[src/hw/rtl/cna_pkg.sv]
// Shared types, constants and helpers of the complex arithmetic unit.
package cna_pkg;

  localparam int unsigned FRAC_BITS_DEF = 16;
  // Quotient bits produced by the division chain; one chain cell per bit.
  localparam int unsigned QB = 34;
  // Width of the division remainder: a 64-bit magnitude shifted by up to QB.
  localparam int unsigned RW = 64 + QB;

  typedef enum logic [2:0] {
    CMD_ADD  = 3'd0,
    CMD_SUB  = 3'd1,
    CMD_MUL  = 3'd2,
    CMD_DIV  = 3'd3,
    CMD_MOD  = 3'd4,
    CMD_CONJ = 3'd5
  } cmd_e;

  typedef struct packed {
    logic [2:0]    cmd;
    logic [31:0]   res_re;
    logic [31:0]   res_im;
    logic          ov;
    logic          ovf_re;
    logic          ovf_im;
    logic          neg_re;
    logic          neg_im;
    logic [63:0]   den;
    logic [RW-1:0] dsh;
    logic [RW-1:0] rem_re;
    logic [RW-1:0] rem_im;
    logic [QB-1:0] q_re;
    logic [QB-1:0] q_im;
    logic [63:0]   sx;
    logic [63:0]   sr;
    logic [63:0]   sbit;
  } cell_t;

  // Saturates to 32 bits; bit 32 of the result is the overflow flag.
  function automatic logic [32:0] sat32(input logic signed [65:0] v);
    logic [32:0] r;
    if (v > 66'sd2147483647) begin
      r = {1'b1, 32'h7FFF_FFFF};
    end else if (v < -66'sd2147483648) begin
      r = {1'b1, 32'h8000_0000};
    end else begin
      r = {1'b0, v[31:0]};
    end
    return r;
  endfunction

endpackage

[src/hw/rtl/cna_cell.sv]
// One chain cell: a restoring division step on both lanes and a square-root step.
module cna_cell (
  input  logic          clk_i,
  input  logic          rst_ni,
  input  logic          en_i,
  input  logic          valid_i,
  input  cna_pkg::cell_t data_i,
  output logic          valid_o,
  output cna_pkg::cell_t data_o
);

  logic           valid_q;
  cna_pkg::cell_t data_q, data_d;
  logic [63:0]    strial;

  always_comb begin
    data_d = data_i;
    strial = data_i.sr + data_i.sbit;
    if (data_i.dsh <= data_i.rem_re) begin
      data_d.rem_re = data_i.rem_re - data_i.dsh;
      data_d.q_re   = {data_i.q_re[cna_pkg::QB-2:0], 1'b1};
    end else begin
      data_d.q_re   = {data_i.q_re[cna_pkg::QB-2:0], 1'b0};
    end
    if (data_i.dsh <= data_i.rem_im) begin
      data_d.rem_im = data_i.rem_im - data_i.dsh;
      data_d.q_im   = {data_i.q_im[cna_pkg::QB-2:0], 1'b1};
    end else begin
      data_d.q_im   = {data_i.q_im[cna_pkg::QB-2:0], 1'b0};
    end
    data_d.dsh = data_i.dsh >> 1;
    // The root step runs only while its bit weight is nonzero.
    if (data_i.sbit != 64'd0) begin
      if (data_i.sx >= strial) begin
        data_d.sx = data_i.sx - strial;
        data_d.sr = (data_i.sr >> 1) + data_i.sbit;
      end else begin
        data_d.sr = data_i.sr >> 1;
      end
      data_d.sbit = data_i.sbit >> 2;
    end
  end

  always_ff @(posedge clk_i or negedge rst_ni) begin
    if (!rst_ni) begin
      valid_q <= 1'b0;
    end else if (en_i) begin
      valid_q <= valid_i;
    end
  end

  always_ff @(posedge clk_i) begin
    if (en_i) begin
      data_q <= data_d;
    end
  end

  assign valid_o = valid_q;
  assign data_o  = data_q;

endmodule

[config.mk]
export PLATFORM = sky130hd
export DESIGN_NAME = cna_cell
export DESIGN_NICKNAME = d
export VERILOG_FILES = /design/src/hw/rtl/cna_pkg.sv /design/src/hw/rtl/cna_cell.sv
export SDC_FILE = /design/constraint.sdc
export NUM_CORES = 2
export LEC_CHECK = 0
export ABC_AREA = 1
export BUFFER_PORTS_ARGS = -buffer_cell sky130_fd_sc_hd__buf_2
export CELL_PAD_IN_SITES_DETAIL_PLACEMENT = 1
export CELL_PAD_IN_SITES_GLOBAL_PLACEMENT = 1
export CORE_AREA = 2 2 533 535
export CTS_BUF_LIST = sky130_fd_sc_hd__clkbuf_4 sky130_fd_sc_hd__clkbuf_8
export CTS_CLUSTER_SIZE = 8
export DETAILED_ROUTE_END_ITERATION = 8
export DIE_AREA = 0 0 535 537
export HOLD_SLACK_MARGIN = 0.05
export PLACE_DENSITY_LB_ADDON = 0.1
export SLEW_MARGIN = 0
export SYNTH_ARGS = -nofsm -noshare
export SYNTH_HDL_FRONTEND = slang
export SYNTH_SLANG_ARGS = --single-unit
[constraint.sdc]
create_clock -name clk_i -period 1.11 [get_ports clk_i]
set_input_delay 0.0555 -clock clk_i [delete_from_list [all_inputs] [get_ports clk_i]]
set_output_delay 0.0555 -clock clk_i [all_outputs]
set_load 0.03 [all_outputs]
==> results by group <==
Outcome
  • Status: finished with violations
  • Failing checks: hold timing, setup timing

Logic synthesis
  • Post-synth ARST share: less than 1%
  • EDFF count, synth: between 600 and 700
  • Top_reg_cell synth: edfxtp_1
  • Mean post-synth cell area: 6.48 um^2
  • Synthesized flop and latch total: 690
  • Syn Inst Count: around 9600
  • Synth warnings: 0
  • Mapped Area: around 62000 um^2
  • Register area share after synthesis: 33.3%
  • Synth cell types: 47

Pwr
  • Worst IR Drop VDD: about 0.96 mV
  • Power Dens Cells: 1230 nW/um^2
  • Leakage power: 58.8 nW

Worst setup path
  • Critical path class: in -> reg
  • Worst-path fanout max: 7
  • CP arrival: 3.96 ns
  • Crit. End Element: flop
  • CP max-delay cell: fa_2
  • Crit start category: input port
  • CP dominant cell by count: nand2_2
  • CP Launch Point: data_i[64]
  • Critical Path Max Stage Delay: around 0.32 ns
  • Req. time, crit path: ~1.8 ns
  • RR Startpoint: valid_o$_DFFE_PN0P_

CTS
  • TritonCTS clock tree: done
  • CTS buffer count: 144
  • H-tree depth: 4
  • Worst-skew pair later-pin latency: 0.92 ns
  • Clock root buffer: clkbuf_8
  • Max clock buf depth: 4
  • TritonCTS Sinks: 690
  • Clock transition at path regs: approximately 0.060 ns

Final layout
  • Final #Nets: 15800
  • Commonest non-fill, non-tap cell in the layout: nand2_1
  • Number of fill cells in the layout: approximately 36000
  • Layout area overhead: 80.9%
  • Share of layout cells above drive strength 1: roughly 34%
  • Commonest cells after routing, fill and taps aside: nand2_1 (3429), buf_4 (2516), inv_1 (1897)

Floorplan
  • Die footprint: 287000 um^2
  • CORE AREA: 281000 um^2
  • Die Width: ~540 um
  • Die height: 537 um
  • Io pins: between 1000 and 1500
  • Initial Utilization: between 20% and 30%
  • Cell Rows: 195

GRT
  • Largest net degree at the start of global routing: roughly 40
  • Antenna violations before repair: 88
  • Via count of the first global-routing pass: about 90000
  • Gr ovfl total: 0
  • Global-route wire length before repair: 680000 um
  • Overall routing resource usage: 33.6%

Timing
  • Slew Viols, Final: 0
  • Clock Skew: 0 ns
  • Setup TNS: -875.14 ns
  • WHS: -0.271 ns
  • Slew margin rel.: 61.0%
  • Worst Tran Pin Value: ~0.58 ns
  • Final Hold Vio Count: 5
  • Final min period: 3.30 ns
  • RSZ-0062 raised after global routing: yes
  • Fmax achieved: 0.303 GHz
  • Setup Viol. Count Final: just over 1000
  • Final Cycle Share: 298%
  • Crit path setup slack, layout: -2.19 ns

Placement
  • Port bufs: between 1000 and 1500
  • Worst Setup Slack post-DPL: -3.73 ns
  • Dpl hpwl: 428000 um
  • Final Wtd Congestion: ~1.0

Route
  • DRC: 0
  • Vias per cell: 4.55
  • Antenna-violating nets left: 0
  • DR iter-0 viols: between 4000 and 5000
  • DRT Pass-1 Iters: 6
  • Via count: 84400
  • Routed wire length: 500000 um
  • Drt wl/cell: 26.9 um

Min path
  • Worst Min Path Start: data_i[129]
  • Hold Path Class: in -> reg

Job
  • Max-cap viol count: 0
-- synthesized netlist by cell type (58+ instances only) --
master	instances	area share (%)
o21bai_1	61	0.74
nand4_1	163	1.6
nand2_1	3579	22
nand3b_1	105	1.3
edfxtp_1	689	33
inv_1	1948	12
nor2_1	825	5.0
o21ai_0	264	2.1
nand3_1	480	3.9
o21ai_1	58	0.47
clkbuf_1	108	0.65
ha_1	386	7.8
xnor2_1	83	1.2
xor2_1	147	2.1
a21oi_1	379	3.1
-- critical path, delay by kind of cell --
kind	cells	cell delay, ns
AO/OA/AOI/OAI	3	0.50
buffers and inverters	9	1.03
adder cells (fa/ha/maj)	3	0.78
AND/OR/NAND/NOR	17	1.45
XOR/XNOR	1	0.08
-- stage by stage --
step / total power, mW / hold slack [ns] / instance area, um^2 / util (%) / std cells
after floorplan: 63.2 / -0.240 / 63700 / - / 9591
after global placement: 101 / -0.169 / 95100 / 33.8 / 17200
after detailed placement: 101 / -0.166 / 95100 / 33.8 / 17200
after CTS: 136 / -0.484 / 111000 / 39.4 / 18500
after global routing: 144 / -0.313 / 112000 / 39.9 / 18600
final: 138 / -0.271 / 112000 / 39.9 / 18600
-- power by group --
group / internal [mW] / switching (mW) / total [mW]
Clock: 14.3 / 13.6 / 27.9
Combinational: 30.3 / 45.1 / 75.4
Sequential: 33.0 / 1.65 / 34.6
Total: 77.5 / 60.4 / 138
-- metal layers --
metal | track usage (%) | up-vias | routed length, um
met5 | 0 | - | 149
met2 | 59.1 | 2453 | 241000
li1 | - | 40200 | -
met4 | 13.4 | 22 | 24800
met3 | 4.14 | 692 | 23400
met1 | 41.3 | 41100 | 210000
-- logic make-up (layout without fill, tap and decap cells) --
| logic type | after synthesis | count (layout) | share of synthesized area (%) |
|---|---|---|---|
| buffers and inverters | 2144 | 7345 | 13.3 |
| other | 1 | 35 | 0.00604 |
| and+or+nand+nor | 5318 | 5318 | 35.1 |
| AOI/OAI and AO/OA | 814 | 814 | 7.02 |
| muxes | 1 | 1 | 0.0181 |
| xor gates and xnor gates | 230 | 230 | 3.24 |
| DFF | 690 | 690 | 33.3 |
| adders and majority gates | 391 | 391 | 7.94 |
-- final cells by class --
| type | count | area (um^2) | area share [%] |
|---|---|---|---|
| timing repair buffer | 5128 | 39600 | 35.3 |
| multi-input combinational | 6757 | 37100 | 33.0 |
| sequential | 690 | 20700 | 18.4 |
| inverter | 1979 | 7450 | 6.63 |
| tap | 3743 | 4680 | 4.17 |
| clock buffer | 186 | 2310 | 2.06 |
| clock inverter | 52 | 374 | 0.333 |
| antenna | 32 | 80.1 | 0.0713 |
-- registers in the layout, indices dropped and copies added, names as in the netlist --
register,cells
valid_o,1
data_o,689
-- final timing paths --
check	cells past startpoint	slack (ns)	end
setup / recovery	33	-2.19	data_o[125]$_DFFE_PP_
max in group asynchronous	4	0.48	valid_o$_DFFE_PN0P_
min in group asynchronous	4	0.53	valid_o$_DFFE_PN0P_
hold / removal	4	-0.27	data_o[129]$_DFFE_PP_
setup reg to reg	1	0.35	valid_o$_DFFE_PN0P_
hold reg to reg	1	0.53	valid_o$_DFFE_PN0P_
-- timing repair --
action	4_1_cts	5_1_grt
hold buffers	1077	2
endpoints found under the hold margin	1376	8
cloned	9	16
resized for setup	471	206
pin swaps	71	61
buffers inserted	28	18
endpoints found under the setup margin	1016	1016
No activity file was read; power rests on OpenSTA's default activity.
